File: src/rtl/core/osf_pkg.sv
// Package for the overlapping sample framer: field widths, register codes,
// scaling constants and the helpers that clamp frame length and overlap.
// Depends on nothing; every other file of the block uses it.
`default_nettype none

package osf_pkg;

  localparam int SAMPLE_W   = 16;
  localparam int GAIN_W     = 16;
  localparam int LEN_W      = 7;
  localparam int OVL_W      = 6;
  localparam int POS_W      = 6;
  localparam int CFG_IDX_W  = 2;
  localparam int CFG_DATA_W = 16;
  localparam int FRAC_BITS  = 12;
  localparam int PROD_W     = SAMPLE_W + GAIN_W + 1;
  localparam int SCALED_W   = PROD_W - FRAC_BITS;

  localparam logic [LEN_W-1:0]    FRAME_LEN_RST = 7'd64;
  localparam logic [OVL_W-1:0]    OVERLAP_RST   = 6'd0;
  localparam logic [GAIN_W-1:0]   GAIN_RST      = 16'd4096;
  localparam logic [LEN_W-1:0]    MIN_FRAME_LEN = 7'd2;
  localparam logic signed [PROD_W-1:0] ROUND_HALF = 33'sd2048;
  localparam logic signed [SCALED_W-1:0] SAT_MAX  = 21'sd32767;
  localparam logic signed [SCALED_W-1:0] SAT_MIN  = -21'sd32768;

  typedef enum logic [CFG_IDX_W-1:0] {
    REG_FRAME_LEN = 2'd0,
    REG_OVERLAP   = 2'd1,
    REG_GAIN      = 2'd2
  } reg_idx_t;

  // Frame length as used: at least two, at most the ring depth.
  function automatic logic [LEN_W-1:0] eff_len(input logic [LEN_W-1:0] raw,
                                               input logic [LEN_W-1:0] max_len);
    logic [LEN_W-1:0] fl;
    fl = raw;
    if (fl < MIN_FRAME_LEN) fl = MIN_FRAME_LEN;
    if (fl > max_len) fl = max_len;
    return fl;
  endfunction

  // Overlap as used: never reaches the frame length.
  function automatic logic [LEN_W-1:0] eff_ovl(input logic [OVL_W-1:0] raw,
                                               input logic [LEN_W-1:0] fl);
    logic [LEN_W-1:0] ov;
    ov = {1'b0, raw};
    if (ov >= fl) ov = fl - 7'd1;
    return ov;
  endfunction

endpackage

`default_nettype wire

File: src/rtl/core/osf_if.sv
// Channel interfaces of the overlapping sample framer: sample input,
// framed result output and configuration write port. Uses osf_pkg widths.
`default_nettype none

interface osf_in_if;
  logic                                valid;
  logic                                ready;
  logic signed [osf_pkg::SAMPLE_W-1:0] sample;
  modport source (output valid, output sample, input ready);
  modport sink   (input valid, input sample, output ready);
endinterface

interface osf_out_if;
  logic                                valid;
  logic                                ready;
  logic signed [osf_pkg::SAMPLE_W-1:0] value;
  logic        [osf_pkg::POS_W-1:0]    position;
  logic                                last;
  modport source (output valid, output value, output position, output last, input ready);
  modport sink   (input valid, input value, input position, input last, output ready);
endinterface

interface osf_cfg_if;
  logic                               valid;
  logic                               ready;
  logic [osf_pkg::CFG_IDX_W-1:0]      index;
  logic [osf_pkg::CFG_DATA_W-1:0]     data;
  modport source (output valid, output index, output data, input ready);
  modport sink   (input valid, input index, input data, output ready);
endinterface

`default_nettype wire

File: src/rtl/core/osf_scale.sv
// Gain unit of the framer: one registered 16x17 multiply, then round half up
// and saturate to 16 bits. Depends on osf_pkg.
`default_nettype none

module osf_scale (
  input  wire logic                                clk,
  input  wire logic                                load,
  input  wire logic signed [osf_pkg::SAMPLE_W-1:0] sample,
  input  wire logic        [osf_pkg::GAIN_W-1:0]   gain,
  output logic signed      [osf_pkg::SAMPLE_W-1:0] scaled
);

  logic signed [osf_pkg::PROD_W-1:0]   prod_r;
  logic signed [osf_pkg::PROD_W-1:0]   rounded;
  logic signed [osf_pkg::SCALED_W-1:0] shifted;

  always_ff @(posedge clk) begin
    if (load) begin
      prod_r <= osf_pkg::PROD_W'(sample) * $signed({1'b0, gain});
    end
  end

  // The arithmetic shift floors, so adding half first rounds half up.
  always_comb begin
    rounded = prod_r + osf_pkg::ROUND_HALF;
    shifted = osf_pkg::SCALED_W'(rounded >>> osf_pkg::FRAC_BITS);
    if (shifted > osf_pkg::SAT_MAX) begin
      scaled = osf_pkg::SAMPLE_W'(osf_pkg::SAT_MAX);
    end else if (shifted < osf_pkg::SAT_MIN) begin
      scaled = osf_pkg::SAMPLE_W'(osf_pkg::SAT_MIN);
    end else begin
      scaled = osf_pkg::SAMPLE_W'(shifted);
    end
  end

endmodule

`default_nettype wire

File: src/rtl/core/overlapping_sample_framer.sv
// Top level of the overlapping sample framer: sequencer, ring memory and
// configuration registers. Depends on osf_pkg, osf_if.sv and osf_scale.
//
// Usage. Signed 16-bit samples arrive on in_ch. Each one is scaled by the
// gain register (unsigned Q4.12, 4096 is unity), rounded half up, saturated
// to 16 bits and stored in a ring of frame_len entries. The first frame is
// counted as if overlap zero samples came first. When a frame is full, the
// whole ring goes out on out_ch oldest first, one item per entry, with its
// position in the frame and last set on the final item. The newest overlap
// entries are kept, so each later frame needs frame_len - overlap samples.
// The cfg_ch port writes frame_len (index 0), overlap (index 1) and gain
// (index 2); writing frame_len or overlap restarts framing but keeps the
// ring contents. Configuration is always ready and must be written idle.
// Steps. A sample that completes no frame passes the multiply, then the
// round and write step, before in_ch is ready again. A sample that completes
// a frame adds a memory read and then a present step per result item, and
// the input stays closed until the whole frame is taken. The single-port
// ring read, one entry per result item, paces the frame out.
// When the receiver stalls, the current result item holds on out_ch and no
// sample is taken. Reset clears the registers to frame_len 64, overlap 0,
// gain 4096, and marks every ring entry as zero through its valid bit.
`default_nettype none

module overlapping_sample_framer #(
  parameter int MAX_FRAME_LEN = 64
) (
  input  wire logic  clk,
  input  wire logic  rst_n,
  osf_in_if.sink     in_ch,
  osf_out_if.source  out_ch,
  osf_cfg_if.sink    cfg_ch
);

  localparam int AW = (MAX_FRAME_LEN > 1) ? $clog2(MAX_FRAME_LEN) : 1;
  localparam logic [osf_pkg::LEN_W-1:0] MAX_LEN = osf_pkg::LEN_W'(MAX_FRAME_LEN);

  typedef enum logic [1:0] {
    ST_IDLE,
    ST_WRITE,
    ST_READ,
    ST_SHOW
  } state_t;

  state_t state_r;

  logic [osf_pkg::LEN_W-1:0]  frame_len_r;
  logic [osf_pkg::OVL_W-1:0]  overlap_r;
  logic [osf_pkg::GAIN_W-1:0] gain_r;

  logic [AW-1:0]              wp_r;
  logic [AW-1:0]              fsp_r;
  logic [osf_pkg::LEN_W-1:0]  fill_r;
  logic [AW-1:0]              idx_r;
  logic [osf_pkg::POS_W-1:0]  pos_r;
  logic                       last_r;
  logic [MAX_FRAME_LEN-1:0]   vld_r;

  logic signed [osf_pkg::SAMPLE_W-1:0] ring_mem [MAX_FRAME_LEN];
  logic signed [osf_pkg::SAMPLE_W-1:0] rd_data_r;
  logic signed [osf_pkg::SAMPLE_W-1:0] scaled;

  logic                      in_fire;
  logic                      out_fire;
  logic                      cfg_fire;
  logic [osf_pkg::LEN_W-1:0] fl;
  logic [osf_pkg::LEN_W-1:0] ov;
  logic [osf_pkg::LEN_W-1:0] wp_inc;
  logic [AW-1:0]             wp_nxt;
  logic [osf_pkg::LEN_W-1:0] fill_nxt;
  logic [osf_pkg::LEN_W-1:0] pop;
  logic [osf_pkg::LEN_W-1:0] start_w;
  logic [osf_pkg::LEN_W-1:0] np_w;
  logic [osf_pkg::LEN_W-1:0] idx_inc;
  logic [AW-1:0]             idx_nxt;

  assign in_fire  = in_ch.valid && in_ch.ready;
  assign out_fire = out_ch.valid && out_ch.ready;
  assign cfg_fire = cfg_ch.valid && cfg_ch.ready;

  assign in_ch.ready     = (state_r == ST_IDLE);
  assign cfg_ch.ready    = 1'b1;
  assign out_ch.valid    = (state_r == ST_SHOW);
  assign out_ch.value    = rd_data_r;
  assign out_ch.position = pos_r;
  assign out_ch.last     = last_r;

  assign fl = osf_pkg::eff_len(frame_len_r, MAX_LEN);
  assign ov = osf_pkg::eff_ovl(overlap_r, fl);

  // Pointers stay below the frame length, since a change of length restarts
  // them, so wrapping is a compare against the length and no modulo.
  always_comb begin
    wp_inc   = osf_pkg::LEN_W'(wp_r) + 7'd1;
    wp_nxt   = (wp_inc > fl - 7'd1) ? '0 : AW'(wp_inc);
    fill_nxt = fill_r + 7'd1;
    pop      = osf_pkg::LEN_W'(fsp_r);
    start_w  = (pop >= ov) ? pop - ov : pop + fl - ov;
    np_w     = pop + fl - ov;
    if (np_w > fl - 7'd1) np_w = np_w - fl;
    idx_inc  = osf_pkg::LEN_W'(idx_r) + 7'd1;
    idx_nxt  = (idx_inc == fl) ? '0 : AW'(idx_inc);
  end

  osf_scale u_scale (
    .clk    (clk),
    .load   (in_fire),
    .sample (in_ch.sample),
    .gain   (gain_r),
    .scaled (scaled)
  );

  // Ring memory: one write in the write step, one registered read per result.
  always_ff @(posedge clk) begin
    if (state_r == ST_WRITE) begin
      ring_mem[wp_nxt] <= scaled;
    end
    if (state_r == ST_READ) begin
      rd_data_r <= vld_r[idx_r] ? ring_mem[idx_r] : '0;
    end
  end

  always_ff @(posedge clk) begin
    if (!rst_n) begin
      state_r     <= ST_IDLE;
      frame_len_r <= osf_pkg::FRAME_LEN_RST;
      overlap_r   <= osf_pkg::OVERLAP_RST;
      gain_r      <= osf_pkg::GAIN_RST;
      wp_r        <= '0;
      fsp_r       <= AW'(1);
      fill_r      <= osf_pkg::eff_ovl(osf_pkg::OVERLAP_RST,
                       osf_pkg::eff_len(osf_pkg::FRAME_LEN_RST, MAX_LEN));
      idx_r       <= '0;
      pos_r       <= '0;
      last_r      <= 1'b0;
      vld_r       <= '0;
    end else begin
      if (cfg_fire) begin
        unique case (osf_pkg::reg_idx_t'(cfg_ch.index))
          osf_pkg::REG_FRAME_LEN: begin
            frame_len_r <= cfg_ch.data[osf_pkg::LEN_W-1:0];
            wp_r        <= '0;
            fsp_r       <= AW'(1);
            fill_r      <= osf_pkg::eff_ovl(overlap_r,
                             osf_pkg::eff_len(cfg_ch.data[osf_pkg::LEN_W-1:0], MAX_LEN));
          end
          osf_pkg::REG_OVERLAP: begin
            overlap_r <= cfg_ch.data[osf_pkg::OVL_W-1:0];
            wp_r      <= '0;
            fsp_r     <= AW'(1);
            fill_r    <= osf_pkg::eff_ovl(cfg_ch.data[osf_pkg::OVL_W-1:0], fl);
          end
          osf_pkg::REG_GAIN: begin
            gain_r <= cfg_ch.data[osf_pkg::GAIN_W-1:0];
          end
          default: begin
          end
        endcase
      end

      unique case (state_r)
        ST_IDLE: begin
          if (in_fire) begin
            state_r <= ST_WRITE;
          end
        end
        ST_WRITE: begin
          // The product is registered; round, store and count the sample.
          wp_r          <= wp_nxt;
          vld_r[wp_nxt] <= 1'b1;
          fill_r        <= fill_nxt;
          if (fill_nxt >= fl) begin
            idx_r   <= AW'(start_w);
            pos_r   <= '0;
            state_r <= ST_READ;
          end else begin
            state_r <= ST_IDLE;
          end
        end
        ST_READ: begin
          last_r  <= (osf_pkg::LEN_W'(pos_r) == fl - 7'd1);
          state_r <= ST_SHOW;
        end
        ST_SHOW: begin
          if (out_fire) begin
            if (last_r) begin
              // Keep the newest overlap entries for the next frame.
              fill_r  <= ov;
              fsp_r   <= AW'(np_w);
              state_r <= ST_IDLE;
            end else begin
              idx_r   <= idx_nxt;
              pos_r   <= pos_r + 6'd1;
              state_r <= ST_READ;
            end
          end
        end
        default: begin
          state_r <= ST_IDLE;
        end
      endcase
    end
  end

endmodule

`default_nettype wire

File: src/flat_wrapper.sv
// flat-port wrapper written by rule: the top's interface ports become plain ports
module overlapping_sample_framer_flat 
#(
  parameter int MAX_FRAME_LEN = 64
)
  (clk, rst_n, in_ch_valid, in_ch_sample, in_ch_ready, out_ch_valid, out_ch_value, out_ch_position, out_ch_last, out_ch_ready, cfg_ch_valid, cfg_ch_index, cfg_ch_data, cfg_ch_ready);
  osf_in_if in_ch_i ();
  osf_out_if out_ch_i ();
  osf_cfg_if cfg_ch_i ();
  input  wire logic clk;
  input  wire logic rst_n;
  input wire logic [$bits(in_ch_i.valid)-1:0] in_ch_valid;
  input wire logic [$bits(in_ch_i.sample)-1:0] in_ch_sample;
  output wire logic [$bits(in_ch_i.ready)-1:0] in_ch_ready;
  output wire logic [$bits(out_ch_i.valid)-1:0] out_ch_valid;
  output wire logic [$bits(out_ch_i.value)-1:0] out_ch_value;
  output wire logic [$bits(out_ch_i.position)-1:0] out_ch_position;
  output wire logic [$bits(out_ch_i.last)-1:0] out_ch_last;
  input wire logic [$bits(out_ch_i.ready)-1:0] out_ch_ready;
  input wire logic [$bits(cfg_ch_i.valid)-1:0] cfg_ch_valid;
  input wire logic [$bits(cfg_ch_i.index)-1:0] cfg_ch_index;
  input wire logic [$bits(cfg_ch_i.data)-1:0] cfg_ch_data;
  output wire logic [$bits(cfg_ch_i.ready)-1:0] cfg_ch_ready;
  assign in_ch_i.valid = in_ch_valid;
  assign in_ch_i.sample = in_ch_sample;
  assign in_ch_ready = in_ch_i.ready;
  assign out_ch_valid = out_ch_i.valid;
  assign out_ch_value = out_ch_i.value;
  assign out_ch_position = out_ch_i.position;
  assign out_ch_last = out_ch_i.last;
  assign out_ch_i.ready = out_ch_ready;
  assign cfg_ch_i.valid = cfg_ch_valid;
  assign cfg_ch_i.index = cfg_ch_index;
  assign cfg_ch_i.data = cfg_ch_data;
  assign cfg_ch_ready = cfg_ch_i.ready;
  overlapping_sample_framer #(.MAX_FRAME_LEN(MAX_FRAME_LEN)) u_core (.clk(clk), .rst_n(rst_n), .in_ch(in_ch_i), .out_ch(out_ch_i), .cfg_ch(cfg_ch_i));
endmodule
File: config.mk
export PLATFORM = sky130hd
export DESIGN_NAME = overlapping_sample_framer_flat
export DESIGN_NICKNAME = d
export VERILOG_FILES = /design/src/rtl/core/osf_pkg.sv /design/src/rtl/core/osf_if.sv /design/src/rtl/core/osf_scale.sv /design/src/rtl/core/overlapping_sample_framer.sv /design/src/flat_wrapper.sv
export SDC_FILE = /design/constraint.sdc
export NUM_CORES = 2
export LEC_CHECK = 0
export BUFFER_PORTS_ARGS = -buffer_cell sky130_fd_sc_hd__buf_2
export CAP_MARGIN = 40
export CORE_UTILIZATION = 65
export CTS_CLUSTER_SIZE = 40
export DETAILED_ROUTE_END_ITERATION = 16
export PLACE_DENSITY = 0.82
export SYNTH_ARGS = -nofsm -noshare
export SYNTH_HDL_FRONTEND = slang
export SYNTH_SLANG_ARGS = --single-unit
File: constraint.sdc
create_clock -name clk -period 10 [get_ports clk]
set_input_delay 1 -clock clk [delete_from_list [all_inputs] [get_ports clk]]
set_output_delay 1 -clock clk [all_outputs]
set_load 0.02 [all_outputs]
# Word level (Yosys, flattened, before mapping)
# Memory sizes are Yosys's and may differ from the RTL's. A register that Yosys moved wholly into a read port is not among the register bits.
# Index checks and enable logic that the tools add are counted.
dict set report totals {
  register_bits 160
  ramBits 1024
  inputBits 39
  output_inout_bits 26
  mem_count 1
}
# name depth width read_ports rd_clocked_by_memory_dff wr line_no
set memory_table {}
lappend memory_table {u_core.ring_mem 64 16 1 1 1 overlapping_sample_framer.sv:58} ;# logic signed [osf_pkg::SAMPLE_W-1:0] ring_mem [MAX_FRAME_LEN];
dict set report classes {
  n_addsub 11
  multipliers 1
  n_lt_le_gt_ge 16
  n_eq_ne 11
  muxes 51
  bitwise 1
  reduce_logical 16
}
# cell count
set ops {}
lappend ops {{2-to-1 mux 7 bit} 16}
lappend ops {{2-to-1 mux 6 bit} 18}
lappend ops {{bitwise OR 64 bit} 1}
lappend ops {{adder 33 x 13 -> 33 bit (second input constant)} 1}
lappend ops {{multiplier 16 x 17 -> 33 bit} 1}
lappend ops {{2-to-1 mux 16 bit} 2}
lappend ops {{greater-or-equal comparator 6 x 7 -> 1 bit} 4}
lappend ops {{one-hot mux 7 bit (2 select lines)} 2}
lappend ops {{one-hot mux 6 bit (2 select lines)} 2}
lappend ops {{greater-than comparator 21 x 16 -> 1 bit (second input constant)} 1}
lappend ops {{< comparator 21 x 16 -> 1 bit (second input constant)} 1}
lappend ops {{adder 6 x 1 -> 7 bit (second input constant)} 2}
lappend ops {{greater-than comparator 7 bit} 2}
lappend ops {{greater-than comparator 7 bit (second input constant)} 2}
lappend ops {{< comparator 6 x 7 -> 1 bit (second input constant)} 2}
lappend ops {{< comparator 7 x 2 -> 1 bit (second input constant)} 2}
lappend ops {{subtractor 7 x 1 -> 7 bit (second input constant)} 2}
lappend ops {{subtractor 6 bit} 2}
lappend ops {{AND reduction 2 bit} 5}
lappend ops {{2-to-1 mux 2 bit} 4}
lappend ops {{inequality test 2 bit (second input constant)} 4}
lappend ops {{one-hot mux 2 bit (4 select lines)} 1}
lappend ops {{adder 6 x 7 -> 7 bit} 1}
lappend ops {{adder 7 x 1 -> 7 bit (second input constant)} 1}
lappend ops {{other kinds (17)} 28}

# Longest topological paths before layout
dict set report depth {
  word_depth 17
  depth_mapped 28
}

# Hierarchy
# A second synthesis with hierarchy kept.
dict set report unflattened {
  cells_unflattened 3560
  hier_area_um2 57333.7
}
# mod instances cells_each area_each_um2 seq_area_each_um2
set by_module_without_submodules {}
lappend by_module_without_submodules {overlapping_sample_framer 1 2452 47540.6 33772.4}
lappend by_module_without_submodules {osf_scale 1 1108 9793.1 660.6}

# Least setup slack after synthesis
# OpenSTA, ideal clock, no wires.
dict set report synth_path {
  path_type {input port to flip-flop}
  startpoint {input in_ch_sample[1]}
  endpoint {register u_core.u_scale.prod_r[32] (netlist name) (data pin)}
  t_arrival_ns 6.470
  slack_ns 3.356
  stages 22
  n_path_buf 1
  path_cell_list {clkbuf_1 -> nand2_1 -> fa_1 -> inv_1 -> fa_1 -> inv_1 -> fa_1 -> inv_1 -> fa_1 -> inv_1 -> fa_1 -> inv_1 -> fa_1 -> ha_1 -> nand4_1 -> inv_1 -> nand4_1 -> o31ai_1 -> o2111ai_1 -> a21o_1 -> and3_1 -> a311oi_1}
}
dict set report synth_via {
  elab_chain_len 1
}
# item line_no
set synth_lines {}
lappend synth_lines {{from (decl)} flat_wrapper.sv:13} ;# input wire logic [$bits(in_ch_i.sample)-1:0] in_ch_sample;
lappend synth_lines {{multiplier 16 x 17 -> 33 bit} osf_scale.sv:19} ;# prod_r <= osf_pkg::PROD_W'(sample) * $signed({1'b0, gain});
lappend synth_lines {{to (signal assigned)} osf_scale.sv:19}
lappend synth_lines {{to (decl)} osf_scale.sv:13} ;# logic signed [osf_pkg::PROD_W-1:0] prod_r;
# Every way passes these cells.
# A chain may end at the register's enable or synchronous reset.

# Worst setup path after layout
dict set report layout_path {
  startpoint {register u_core.frame_len_r[3] (netlist name)}
  endpoint {register u_core.fsp_r[5]}
}
dict set report layout_via {
  elab_chain_len 12
  word_cells_on_any_way 15
  classes_between {add/sub: 4; order compare: 4; mux: 7}
}
# item line_no
set layout_lines {}
lappend layout_lines {{from (decl)} overlapping_sample_framer.sv:46} ;# logic [osf_pkg::LEN_W-1:0] frame_len_r;
lappend layout_lines {{from (signal assigned)} overlapping_sample_framer.sv:125} ;# frame_len_r <= osf_pkg::FRAME_LEN_RST;
lappend layout_lines {{from (signal assigned)} overlapping_sample_framer.sv:140} ;# frame_len_r <= cfg_ch.data[osf_pkg::LEN_W-1:0];
lappend layout_lines {{< comparator 7 x 2 -> 1 bit} osf_pkg.sv:38} ;# if (fl < MIN_FRAME_LEN) fl = MIN_FRAME_LEN;
lappend layout_lines {{2-to-1 mux 7 bit (*)} osf_pkg.sv:38}
lappend layout_lines {{greater-than comparator 7 bit} osf_pkg.sv:39} ;# if (fl > max_len) fl = max_len;
lappend layout_lines {{2-to-1 mux 7 bit (*)} osf_pkg.sv:39}
lappend layout_lines {{subtractor 7 x 1 -> 7 bit or greater-or-equal comparator 6 x 7 -> 1 bit (tied branches)} {osf_pkg.sv:48, overlapping_sample_framer.sv:99}}
lappend layout_lines {{2-to-1 mux 7 bit} osf_pkg.sv:48} ;# if (ov >= fl) ov = fl - 7'd1;
lappend layout_lines {{subtractor 7 bit} -}
lappend layout_lines {{subtractor 6 bit or greater-than comparator 7 bit (tied branches)} overlapping_sample_framer.sv:99} ;# if (np_w > fl - 7'd1) np_w = np_w - fl;
lappend layout_lines {{2-to-1 mux 6 bit (*)} overlapping_sample_framer.sv:99}
lappend layout_lines {{2-to-1 mux 6 bit (*)} overlapping_sample_framer.sv:185} ;# if (last_r) begin
lappend layout_lines {{2-to-1 mux 6 bit (*)} overlapping_sample_framer.sv:184} ;# if (out_fire) begin
lappend layout_lines {{2-to-1 mux 6 bit (*)} overlapping_sample_framer.sv:160} ;# unique case (state_r)
lappend layout_lines {{to (signal assigned)} overlapping_sample_framer.sv:188} ;# fsp_r <= AW'(np_w);
lappend layout_lines {{to (decl)} overlapping_sample_framer.sv:51} ;# logic [AW-1:0] fsp_r;
# Every way passes the cells marked *; elsewhere a longest branch is shown, timed or not.

==> results.ini <==
[outcome]
outcome = finished, final reports clean

[die]
die_area_mm2 = 0.0887
fp-row-count = 108
start_util = 0.655
io_pins = 65
core_mm2 = 0.0868
die_w_um = 298
fp.dieH_um = 298

[power_and_ir_drop]
peakVddDrop_mv = 0.195
p_leak_nw = 21.7
finalPower_w = 0.0117
powerDensity_mw_per_mm2 = 186

[synth]
synth-seq-cells = 1189
syn_inst = 3471
synth_area_leaders = edfxtp_1, mux4_2, fa_1, dfxtp_1, ha_1
ys_warn_count = 0
syn_avg_cell_area_um2 = 16.4
synth.distinct_cells = 70
synth_nets = 3892
synth_top_cell_by_area = edfxtp_1
synthFlopType = edfxtp_1
synth_top_area_frac = 0.561
netlist_area_mm2 = 0.0569
synth-seq-area-share = 0.606
synth-edff-count = 1062
ys_async_sr_fraction = 0

[final_layout]
area_delta_synth_final_pct = 10.4
utilization = 0.724
drive_above_1_share = 0.200
nets = 4020
stdcell_area_mm2 = 0.0628

[worst_setup_path]
cp-end-kind = flop
crit_required_ns = 10.62
crit_type = flop to flop
timing.critical_path.buf_inv = 1
worstSetupStartpointType = flop
max_stage_delay_ns = 0.76
arrival_ns = 8.42
critical-path-top-delay-family = compound AO/OA/AOI/OAI gates
path_max_fanout = 9
cp_slowest_cell = nor4_1

[hold_path]
worstHoldPathType = flop to flop

[grt]
grt_pass1_wl_um = 232000
grt.overflow.total = 0
grt.total_usage = 0.364
grt_pass1_vias = 35200
antenna_found_initial = 11
grt_max_degree = 107

[routing]
first_pass_iters = 8
drcViolationCount = 0
vias = 33900
postRouteWirelength_um = 158000
dr.first_iter.drc_count = 4286
drtAntennaViolNets = 0
routedWlPerCell_um = 32.5
avgViaCountPerCell = 6.99

[job]
cap_violations = 0

[clock_tree]
clkLatencyLatePin_ns = 0.75
cts_root_buf = clkbuf_16
cts_tree = done
cts-resized-gates = 0
path_clk_slew_ns = 0.07
cts_buffers = 110
htreeDepth = 3
cts_setup_buffers = 0
ctsHoldBuffers = 0
clock_sinks = 1189
clockBufferDepth = 3

[place]
dp_slack_ns = 2.40
gp_congestion = 0.911
placed_cell_area_mm2 = 0.0591
dpl.hpwl_um = 87500
io_buffers = 63

[timing]
tns_ns = 0
post-route-period-util = 0.780
final.setup.worst_slack_ns = 2.20
maxSlewViolCount = 0
max-slew-margin-rel = 0.298
finalHoldViolCount = 0
min_period_ns = 7.80
rsz0062_at_grt = no
fin_skew_ns = 0.0766
clock.fmax_mhz = 128
worst_pin_slew_ns = 1.05
finalSetupViolCount = 0

layer usage:
layer,vias up,wire [um],GRT usage
li1,13300,-,-
met5,-,123,0.00162
met3,654,17300,0.0775
met2,2771,77900,0.601
met4,18,9980,0.188
met1,17200,52700,0.459
where the power goes:
| group | internal (W) | total, W | switching [W] |
|---|---|---|---|
| clock | 0.00235 | 0.00430 | 0.00195 |
| combinational | 0.000550 | 0.00158 | 0.00103 |
| sequential | 0.00574 | 0.00582 | 0.0000776 |
worst register-to-register path: cells and delay by family, from the launching register on:
family | cells | cell delay [ns]
AOI/OAI and AO/OA | 9 | 2.95
xor gates and xnor gates | 2 | 0.30
adders and majority gates | 4 | 1.57
buffers and inverters | 1 | 0.21
DFF | 1 | 0.38
muxes | 2 | 0.79
and+or+nand+nor | 7 | 1.52
registers in the layout (all words and copies together) (netlist names):
name	flops
u_core.gain_r	16
u_core.out_ch.last	1
u_core.vld_r	64
u_core.state_r	2
u_core.out_ch.value	16
u_core.frame_len_r	7
u_core.fill_r	7
u_core.u_scale.prod_r	22
u_core.ring_mem	1024
u_core.wp_r	6
u_core.overlap_r	6
u_core.out_ch.position	6
u_core.fsp_r	6
u_core.idx_r	6
stage by stage:
step	hold slack, ns	cells
after global routing	0.495	4851
after floorplan	0.435	3471
after detailed placement	0.453	4640
after global placement	0.441	4630
final	0.481	4854
after CTS	0.468	4848
cell families after synthesis:
family | share of synthesized area
flip-flops | 0.606
other | 0.0000660
adder cells (fa/ha/maj) | 0.111
AND/OR/NAND/NOR | 0.0583
AO/OA/AOI/OAI | 0.0347
multiplexers | 0.148
XOR/XNOR | 0.0116
buffers and inverters | 0.0313
cell usage after synthesis, types with 9 or more instances:
master,instances
a21boi_0,34
a21o_1,14
a21oi_1,54
and2_1,113
and3_1,9
buf_1,14
buf_2,16
buf_4,19
clkbuf_1,105
dfxtp_1,127
edfxtp_1,1062
fa_1,201
ha_1,181
inv_1,283
mux2_2,14
mux2i_1,41
mux4_2,348
nand2_1,251
nand2b_1,30
nand3_1,50
nand4_1,17
nor2_1,126
nor2b_1,42
nor3_1,21
o21a_1,75
o21ai_0,43
xnor2_1,41
xor2_1,34
area by class of cell:
class	instances	area, um^2
Sequential cell	1189	34400
Fill cell	4901	24000
Multi-Input combinational cell	1840	20800
Clock buffer	139	2930
Tap cell	1155	1450
Timing Repair Buffer	174	1300
Inverter	284	1070
Clock inverter	69	728
Antenna cell	4	10.0
layout by cell type (no fill, tap or decap), types with 10 or more instances in the layout:
cell type / Yosys / routed
nand3_1: 50 / 50
nand4_1: 17 / 17
nor2b_1: 42 / 41
fa_1: 201 / 201
ha_1: 181 / 181
nor3_1: 21 / 21
clkbuf_1: 105 / 21
mux2i_1: 41 / 41
o21a_1: 75 / 75
mux2_2: 14 / 14
bufinv_16: 0 / 10
buf_4: 19 / 102
dfxtp_1: 127 / 123
nand2_1: 251 / 251
mux4_2: 348 / 348
a21oi_4: 0 / 15
clkinv_2: 0 / 27
and2_1: 113 / 113
a21boi_0: 34 / 34
xnor2_1: 41 / 40
inv_1: 283 / 283
a21o_1: 14 / 14
o21ai_0: 43 / 43
buf_2: 16 / 62
nand2b_1: 30 / 30
a21oi_1: 54 / 39
edfxtp_1: 1062 / 1062
clkbuf_16: 0 / 110
xor2_1: 34 / 34
clkinv_1: 1 / 20
nor2_1: 126 / 126
worst paths after layout:
kind | slack (ns) | start | endpoint | depth (start not counted)
hold / removal | 0.48 | u_core.vld_r[24] | u_core.vld_r[24] | 1
hold reg to reg | 0.48 | u_core.vld_r[24] | u_core.vld_r[24] | 1
setup / recovery | 2.20 | u_core.frame_len_r[3] | u_core.fsp_r[5] | 25
setup reg to reg | 2.20 | u_core.frame_len_r[3] | u_core.fsp_r[5] | 25
Power figures use the tool's default switching activity.
